File: src/rtl/core/http_header_line_checker_assert.svh
// ----------------------------------------------------------------------------
// http_header_line_checker_assert.svh
// Assertion macros for the header line checker, used by hhlc_line_fsm.
// ----------------------------------------------------------------------------
`ifndef HTTP_HEADER_LINE_CHECKER_ASSERT_SVH
`define HTTP_HEADER_LINE_CHECKER_ASSERT_SVH

// same-cycle implication, clocked on i_clk, off while i_rst_n is low
`define HHLC_ASSERT_NOW(label, ante, cons, msg) \
    label: assert property (@(posedge i_clk) disable iff (!i_rst_n) \
        (ante) |-> (cons)) else $error(msg);

// next-cycle implication, clocked on i_clk, off while i_rst_n is low
`define HHLC_ASSERT_NEXT(label, ante, cons, msg) \
    label: assert property (@(posedge i_clk) disable iff (!i_rst_n) \
        (ante) |=> (cons)) else $error(msg);

`endif

File: src/rtl/core/hhlc_pkg.sv
// ----------------------------------------------------------------------------
// hhlc_pkg
// Types, codes and byte classes for the HTTP header line checker.
// ----------------------------------------------------------------------------
package hhlc_pkg;

    localparam int COUNT_W = 12;
    localparam logic [COUNT_W-1:0] MAX_VALUE_LEN = 12'd4095;

    localparam logic [7:0] CHAR_TAB   = 8'h09;
    localparam logic [7:0] CHAR_LF    = 8'h0A;
    localparam logic [7:0] CHAR_CR    = 8'h0D;
    localparam logic [7:0] CHAR_SPACE = 8'h20;
    localparam logic [7:0] CHAR_COLON = 8'h3A;
    localparam logic [7:0] CHAR_CTL_MAX = 8'h1F;
    localparam logic [7:0] CHAR_DEL   = 8'h7F;

    typedef enum logic [9:0] {
        LS_KEY_START  = 10'b00_0000_0001,
        LS_IN_KEY     = 10'b00_0000_0010,
        LS_AFTER_KEY  = 10'b00_0000_0100,
        LS_PRE_VALUE  = 10'b00_0000_1000,
        LS_IN_VALUE   = 10'b00_0001_0000,
        LS_VALUE_CR   = 10'b00_0010_0000,
        LS_BLANK_CR   = 10'b00_0100_0000,
        LS_ACCEPTED   = 10'b00_1000_0000,
        LS_REJECTED   = 10'b01_0000_0000,
        LS_INCOMPLETE = 10'b10_0000_0000
    } t_line_state;

    typedef enum logic [2:0] {
        KIND_SKIP  = 3'd0,
        KIND_KEY   = 3'd1,
        KIND_VALUE = 3'd2,
        KIND_LINE  = 3'd3,
        KIND_BLANK = 3'd4
    } t_kind;

    typedef enum logic [1:0] {
        STAT_PARSING    = 2'd0,
        STAT_ACCEPTED   = 2'd1,
        STAT_ERROR      = 2'd2,
        STAT_INCOMPLETE = 2'd3
    } t_status;

    typedef struct packed {
        logic [7:0] data_byte;
        logic       start_block;
        logic       last_byte;
    } t_in_word;

    typedef struct packed {
        t_kind              byte_kind;
        logic [COUNT_W-1:0] value_length;
        t_status            parse_status;
    } t_result;

    function automatic logic is_ws(input logic [7:0] c);
        return ((c >= CHAR_TAB) && (c <= CHAR_CR)) || (c == CHAR_SPACE);
    endfunction

    function automatic logic is_ctl(input logic [7:0] c);
        return (c <= CHAR_CTL_MAX) || (c == CHAR_DEL);
    endfunction

    function automatic logic is_sep(input logic [7:0] c);
        return (c == 8'h28) || (c == 8'h29) || (c == 8'h3C) || (c == 8'h3E) ||
               (c == 8'h40) || (c == 8'h2C) || (c == 8'h3B) || (c == CHAR_COLON) ||
               (c == 8'h5C) || (c == 8'h22) || (c == 8'h2F) || (c == 8'h5B) ||
               (c == 8'h5D) || (c == 8'h3F) || (c == 8'h3D) || (c == 8'h7B) ||
               (c == 8'h7D) || (c == CHAR_SPACE) || (c == CHAR_TAB);
    endfunction

endpackage

File: src/rtl/core/hhlc_line_fsm.sv
// ----------------------------------------------------------------------------
// hhlc_line_fsm
// Line grammar state, value counters and per-byte result.
// ----------------------------------------------------------------------------
module hhlc_line_fsm
    import hhlc_pkg::*;
(
    input  logic     i_clk,
    input  logic     i_rst_n,
    input  logic     i_step,
    input  t_in_word i_word,
    output t_result  o_result
);

`include "http_header_line_checker_assert.svh"

    t_line_state        r_state, n_state;
    logic [COUNT_W-1:0] r_vcount, n_vcount;
    logic [COUNT_W-1:0] r_tcount, n_tcount;

    t_line_state        cur_state;
    logic [COUNT_W-1:0] cur_vcount;
    logic [COUNT_W-1:0] cur_tcount;
    logic [COUNT_W-1:0] inc_vcount;
    logic [7:0]         c;
    logic               c_ws;
    t_line_state        step_state;
    t_kind              kind;
    logic [COUNT_W-1:0] vlen;
    t_status            status;

    assign c          = i_word.data_byte;
    assign c_ws       = is_ws(c);
    assign cur_state  = i_word.start_block ? LS_KEY_START : r_state;
    assign cur_vcount = i_word.start_block ? '0 : r_vcount;
    assign cur_tcount = i_word.start_block ? '0 : r_tcount;
    assign inc_vcount = (cur_vcount < MAX_VALUE_LEN) ? cur_vcount + 1'b1 : cur_vcount;

    always_comb begin
        step_state = cur_state;
        n_vcount   = cur_vcount;
        n_tcount   = cur_tcount;
        kind       = KIND_SKIP;
        vlen       = '0;
        unique case (cur_state)
            LS_KEY_START: begin
                if (c == CHAR_CR) begin
                    step_state = LS_BLANK_CR;
                end else if (is_ctl(c)) begin
                    step_state = LS_REJECTED;
                end else if (!c_ws) begin
                    if (is_sep(c)) begin
                        step_state = LS_REJECTED;
                    end else begin
                        step_state = LS_IN_KEY;
                        kind       = KIND_KEY;
                    end
                end
            end
            LS_IN_KEY: begin
                if (c_ws) begin
                    step_state = LS_AFTER_KEY;
                end else if (c == CHAR_COLON) begin
                    step_state = LS_PRE_VALUE;
                end else if (is_ctl(c) || is_sep(c)) begin
                    step_state = LS_REJECTED;
                end else begin
                    kind = KIND_KEY;
                end
            end
            LS_AFTER_KEY: begin
                if (c == CHAR_COLON) begin
                    step_state = LS_PRE_VALUE;
                end else if (!c_ws) begin
                    step_state = LS_REJECTED;
                end
            end
            LS_PRE_VALUE: begin
                if (!c_ws) begin
                    step_state = LS_IN_VALUE;
                    n_vcount   = COUNT_W'(1);
                    n_tcount   = COUNT_W'(1);
                    kind       = KIND_VALUE;
                end
            end
            LS_IN_VALUE: begin
                if (c == CHAR_CR) begin
                    step_state = LS_VALUE_CR;
                end else begin
                    n_vcount = inc_vcount;
                    if (!c_ws) begin
                        n_tcount = inc_vcount;
                    end
                    kind = KIND_VALUE;
                end
            end
            LS_VALUE_CR: begin
                if (c == CHAR_LF) begin
                    kind       = KIND_LINE;
                    vlen       = cur_tcount;
                    n_vcount   = '0;
                    n_tcount   = '0;
                    step_state = LS_KEY_START;
                end else begin
                    step_state = LS_REJECTED;
                end
            end
            LS_BLANK_CR: begin
                if (c == CHAR_LF) begin
                    kind       = KIND_BLANK;
                    step_state = LS_ACCEPTED;
                end else begin
                    step_state = LS_REJECTED;
                end
            end
            default: begin
            end
        endcase

        if (i_word.last_byte && (step_state != LS_ACCEPTED) &&
            (step_state != LS_REJECTED)) begin
            n_state = LS_INCOMPLETE;
        end else begin
            n_state = step_state;
        end

        priority case (n_state)
            LS_ACCEPTED:   status = STAT_ACCEPTED;
            LS_REJECTED:   status = STAT_ERROR;
            LS_INCOMPLETE: status = STAT_INCOMPLETE;
            default:       status = STAT_PARSING;
        endcase
    end

    assign o_result.byte_kind    = kind;
    assign o_result.value_length = vlen;
    assign o_result.parse_status = status;

    always_ff @(posedge i_clk) begin
        if (!i_rst_n) begin
            r_state  <= LS_KEY_START;
            r_vcount <= '0;
            r_tcount <= '0;
        end else if (i_step) begin
            r_state  <= n_state;
            r_vcount <= n_vcount;
            r_tcount <= n_tcount;
        end
    end

    `HHLC_ASSERT_NOW(a_trim_le_count, 1'b1, r_tcount <= r_vcount,
        "trimmed count exceeds value count")
    `HHLC_ASSERT_NOW(a_blank_accepts, i_step && (kind == KIND_BLANK),
        status == STAT_ACCEPTED, "blank line end without accept")
    `HHLC_ASSERT_NOW(a_len_only_on_line, i_step && (kind != KIND_LINE), vlen == '0,
        "value length outside finished line")
    `HHLC_ASSERT_NEXT(a_ended_holds,
        i_step && !i_word.start_block &&
        ((r_state == LS_ACCEPTED) || (r_state == LS_REJECTED)),
        $stable(r_state), "ended block changed state without restart")

endmodule

File: config.mk
export PLATFORM = sky130hd
export DESIGN_NAME = hhlc_line_fsm
export DESIGN_NICKNAME = d
export VERILOG_FILES = /design/src/rtl/core/hhlc_pkg.sv /design/src/rtl/core/hhlc_line_fsm.sv
export VERILOG_INCLUDE_DIRS = /design/src /design/src/rtl/core
export SDC_FILE = /design/constraint.sdc
export NUM_CORES = 1
export LEC_CHECK = 0
export BUFFER_PORTS_ARGS = -buffer_cell sky130_fd_sc_hd__buf_2
export CELL_PAD_IN_SITES_DETAIL_PLACEMENT = 0
export CELL_PAD_IN_SITES_GLOBAL_PLACEMENT = 1
export CORE_MARGIN = 8
export CORE_UTILIZATION = 43
export DETAILED_ROUTE_END_ITERATION = 10
export PLACE_DENSITY_LB_ADDON = 0.3
export SLEW_MARGIN = 20
export SYNTH_ARGS = -nofsm -noshare
export SYNTH_HDL_FRONTEND = slang
export SYNTH_SLANG_ARGS = --single-unit
File: constraint.sdc
create_clock -name i_clk -period 4.8 [get_ports i_clk]
set_input_delay 0.72 -clock i_clk [delete_from_list [all_inputs] [get_ports i_clk]]
set_output_delay 0.72 -clock i_clk [all_outputs]
set_load 0.005 [all_outputs]
* Word-level counts from Yosys, hierarchy flattened
Index checks and enable logic that the tools add are counted.
Widths: inputs -> output; s select.
** Cells by class
- Add/subtract/negate cells :: 1
- Order comparisons :: 4
- Equal/unequal tests :: 34
- Muxes and demuxes :: 43
- Reduce and logical (&&, ||, !) cells :: 24
** Operators with widths (number)
- $mux 12 :: 12
- $mux 10 :: 12
- $eq 8x6->1 const B :: 12
- $pmux 12 s3 :: 2
- $pmux 10 s7 :: 1
- $eq 8x7->1 const B :: 7
- $mux 9 :: 3
- $eq 8x4->1 const B :: 3
- $logic_or 1x1->1 :: 21
- $pmux 3 s6 :: 1
- $add 12x1->12 const B :: 1
- $lt 12x12->1 const B :: 1
- $eq 10x1->1 const B :: 1
- $eq 10x10->1 const B :: 1
- $eq 10x2->1 const B :: 1
- $eq 10x3->1 const B :: 1
- $eq 10x4->1 const B :: 1
- $eq 10x5->1 const B :: 1
- $eq 10x6->1 const B :: 1
- $eq 10x7->1 const B :: 1
- $eq 10x8->1 const B :: 1
- $eq 10x9->1 const B :: 1
- $ne 10x8->1 const B :: 1
- $ne 10x9->1 const B :: 1
- 8 further kinds :: 18
** Storage, ports and cells
- Bits in registers :: 34
- Input bits :: 13
- Output and inout bits :: 17
- Logic and storage cells :: 109

* Logic depth before layout (Yosys ltp)
- Word-level depth :: 30
- Gate-level depth with buffers :: 13
- Mapped depth without buffers :: 10

* Least setup slack after synthesis
OpenSTA, ideal clock, no wires.
- Kind :: input to output
- Start point :: input port i_word[6] in the netlist's numbering
- End point :: output port o_result[0] in the netlist's numbering
- Data arrival time :: 3.238 ns
- Data required time :: 4.080 ns
- Setup slack :: 0.842 ns
- Stages on the path :: 10
- Path buffers :: 2
- Cell sequence :: or3_1 buf_2 or4_4 and2_4 buf_6 a41oi_2 o211ai_2 a2111oi_2 a31oi_1 o31a_1
** RTL lines
- start, declared :: RTL line hhlc_line_fsm.sv:11 : input t_in_word i_word,
- end, declared :: RTL line hhlc_line_fsm.sv:12 : output t_result o_result

==> flow_summary.ini <==
[global_routing]
grt_pass1_wl_um = 13900
grt_use_total = 0.188
antenna_found_initial = 0
grt_max_degree = 31
gr-total-overflow = 0
grt_pass1_vias = 2716

[finish]
diodes = 0
areaGrowthSynthToFinish_pct = 10.8
final_nets = 410
fill_cells = 645
drive_above_1_share = 0.154
stdcell_area_um2 = 3030

[timing]
finalHoldViolCount = 0
finalSetupViolCount = 0
relSlewSlack = 0.275
rsz0062_at_grt = no
worstMarginPinSlew_ns = 1.08
fmax_mhz = 227
slew_viol_final = 0
min_period_over_period = 0.917
period_needed_ns = 4.40
tns_ns = 0
fin_skew_ns = 0.00874

[yosys]
synth_edf_count = 0
yosysTopAreaCell = dfxtp_1
avgSynthCellArea_um2 = 7.25
ys.flop_type = dfxtp_1
synthCells = 378
synth_area_leaders = dfxtp_1, nor2_1, a22oi_1
syn-cell-area_um2 = 2740
synth-seq-cells = 34
syn-num-nets = 392
synth-async-reset-ratio = 0
ys_seq_area_frac = 0.249
post-synth-top-area-fraction = 0.249
yosysWarnings = 0
ys_types = 71

[route]
post_drt_wl_per_cell_um = 18.0
vias = 2950
route.detailed.drc = 0
first_pass_iters = 4
ant_nets = 0
routed_wl_um = 8520
drt_iter0_drc = 273
vias_per_cell = 6.22

[floorplanning]
core_region_area_um2 = 6240
ios = 30
rows = 29
die_h_um = 95.8
initial_core_util = 0.439
die_w_um = 95.8
die_area_um2 = 9180

[clock_network]
numCtsBuffers = 5
cts_tree = yes
clk_pin_slew_worst_paths_ns = 0.07
clockRootBuffer = clkbuf_8
cts.sinks = 34
clkLatencyLatePin_ns = 0.29
clockBufferDepth = 2
hold_buffers = 0
cts_max_level = 2

[critical_path]
r2r_end = r_state[0]
cp.buffers_inverters = 2
cp_top_family = compound AO/OA/AOI/OAI gates
path_cells = buf_2 > or3_1 > or4_4 > and2_4 > a41oi_2 > o211ai_2 > a2111oi_2 > a31oi_1 > o31a_1 > buf_2
reg2reg_from = r_state[8]
ff2ff_path_depth = 8
crit_top_cell = buf_2
critPathMaxStageDelay_ns = 0.67
rrSetupSlack_ns = 1.66
critPathCaptureType = output port
worstPathRequired_ns = 4.08
slowest_stage = a2111oi_2
critPathMaxFanout = 9
worstPathArrival_ns = 3.68
crit_type = input pin to output port
startpoint_type = input pin

[worst_hold_path]
hold_path_class = flop to flop
hp-start = r_vcount[11]
hold_path_end = r_vcount[11]
whs_path_depth = 2

[placed_design]
port_buffers = 29
place_area_um2 = 2940
gp_congestion = 0.933
dp_hpwl_um = 6180

[run_status]
status = finished, final reports clean

[run]
cap_violations = 0

[power]
ir_worst_vdd_mv = 0.148
static-leakage-power_nw = 1.13
power_density_nw_per_um2 = 209
## flip-flops by register name (all words and copies together), names as in the netlist
name and flops:
r_state 10, r_tcount 12, r_vcount 12
## metrics by stage
| step | cells | hold slack [ns] | util | power [mW] | setup WS [ns] |
|---|---|---|---|---|---|
| 6_report | 474 | 0.488 | 0.486 | 0.635 | 0.400 |
| 5_1_grt | 474 | 0.516 | 0.486 | 0.658 | 0.203 |
| 4_1_cts | 474 | 0.487 | 0.485 | 0.633 | 0.304 |
| 3_5_place_dp | 466 | 0.471 | 0.471 | 0.416 | 0.412 |
| 3_3_place_gp | 466 | 0.468 | 0.471 | 0.415 | 0.502 |
| 2_1_floorplan | 378 | 0.446 | - | 0.380 | 0.842 |
## worst max-delay path by stage
stage,start,cells after the start,endpoint,slack (ns)
final,i_word[6],10,o_result[0],0.40
after global routing,i_word[6],10,o_result[0],0.20
after CTS,r_state[8],9,o_result[0],0.30
after detailed placement,i_word[6],10,o_result[0],0.41
after global placement,i_word[6],10,o_result[0],0.50
after floorplan,i_word[6],10,o_result[0],0.84
## power breakdown
| part | switching (mW) | internal (mW) |
|---|---|---|
| clock | 0.108 | 0.116 |
| sequential | 0.00568 | 0.286 |
| combinational | 0.0756 | 0.0444 |
| total | 0.189 | 0.446 |
## worst reg2reg max path: cells and delay by family, from the launching register on
family	cells	cell delay (ns)
compound gates	6	2.03
flops	1	0.38
simple gates	2	0.66
## cell usage after synthesis, types with 3 or more instances
cell,n
o31ai_1,3
nand2_1,24
and2_1,14
o211ai_1,3
dfxtp_1,34
nand3_1,15
clkbuf_1,22
xor2_1,7
nor3_1,14
nand4_1,6
inv_1,7
nor4_1,9
nand2b_1,10
a22oi_1,21
a21o_1,3
nor2_1,54
o21ai_0,20
a21oi_1,17
nor2b_1,9
a2bb2oi_1,3
or3_1,6
a31oi_1,4
xnor2_1,7
## cells in the final DEF, fill, tap and decap left out, types with 3 or more instances in the layout
master | netlist | final
nand4_1 | 6 | 6
xnor2_1 | 7 | 7
a21oi_1 | 17 | 17
xor2_1 | 7 | 7
nor3_1 | 14 | 12
or3_1 | 6 | 6
nor2b_1 | 9 | 9
a31oi_1 | 4 | 4
nand3_1 | 15 | 15
a22oi_1 | 21 | 21
nand2_1 | 24 | 24
o31ai_1 | 3 | 3
buf_4 | 0 | 8
dfxtp_1 | 34 | 34
nand2b_1 | 10 | 10
o21ai_0 | 20 | 20
a2bb2oi_1 | 3 | 3
buf_2 | 2 | 29
nor2_1 | 54 | 54
nor4_1 | 9 | 9
and2_1 | 14 | 14
clkbuf_8 | 0 | 6
a21o_1 | 3 | 3
o211ai_1 | 3 | 3
inv_1 | 7 | 7
## repair_timing
| item | 4_1_cts | 5_1_grt |
|---|---|---|
| endpoints found under the setup margin | 0 | 1 |
| buffers inserted | 0 | 0 |
| gates resized for setup | 0 | 1 |
## per-layer routing
metal	part of all wire	global-route usage	vias to the layer above
met3	0.050	0.0320	11
met4	0.012	0.0423	0
met2	0.44	0.289	86
met1	0.50	0.267	1408
li1	-	-	1445
met5	0	0	-
## kinds of logic after synthesis
group / Yosys count / synth area share
AND/OR/NAND/NOR: 182 / 0.348
AO/OA/AOI/OAI: 110 / 0.290
flip-flops: 34 / 0.249
buffers and inverters: 33 / 0.0489
XOR/XNOR: 14 / 0.0448
multiplexers: 4 / 0.0155
adder cells (fa/ha/maj): 1 / 0.00457
## area by class of cell
| type | instances | area, um2 | area share |
|---|---|---|---|
| Sequential cell | 34 | 681 | 0.224 |
| Inverter | 7 | 26.3 | 0.00866 |
| Tap cell | 77 | 96.3 | 0.0318 |
| Clock buffer | 7 | 86.3 | 0.0285 |
| Timing Repair Buffer | 37 | 205 | 0.0676 |
| Multi-Input combinational cell | 311 | 1930 | 0.638 |
| Clock inverter | 1 | 5.00 | 0.00165 |
No activity file was read; power rests on OpenSTA's default activity.
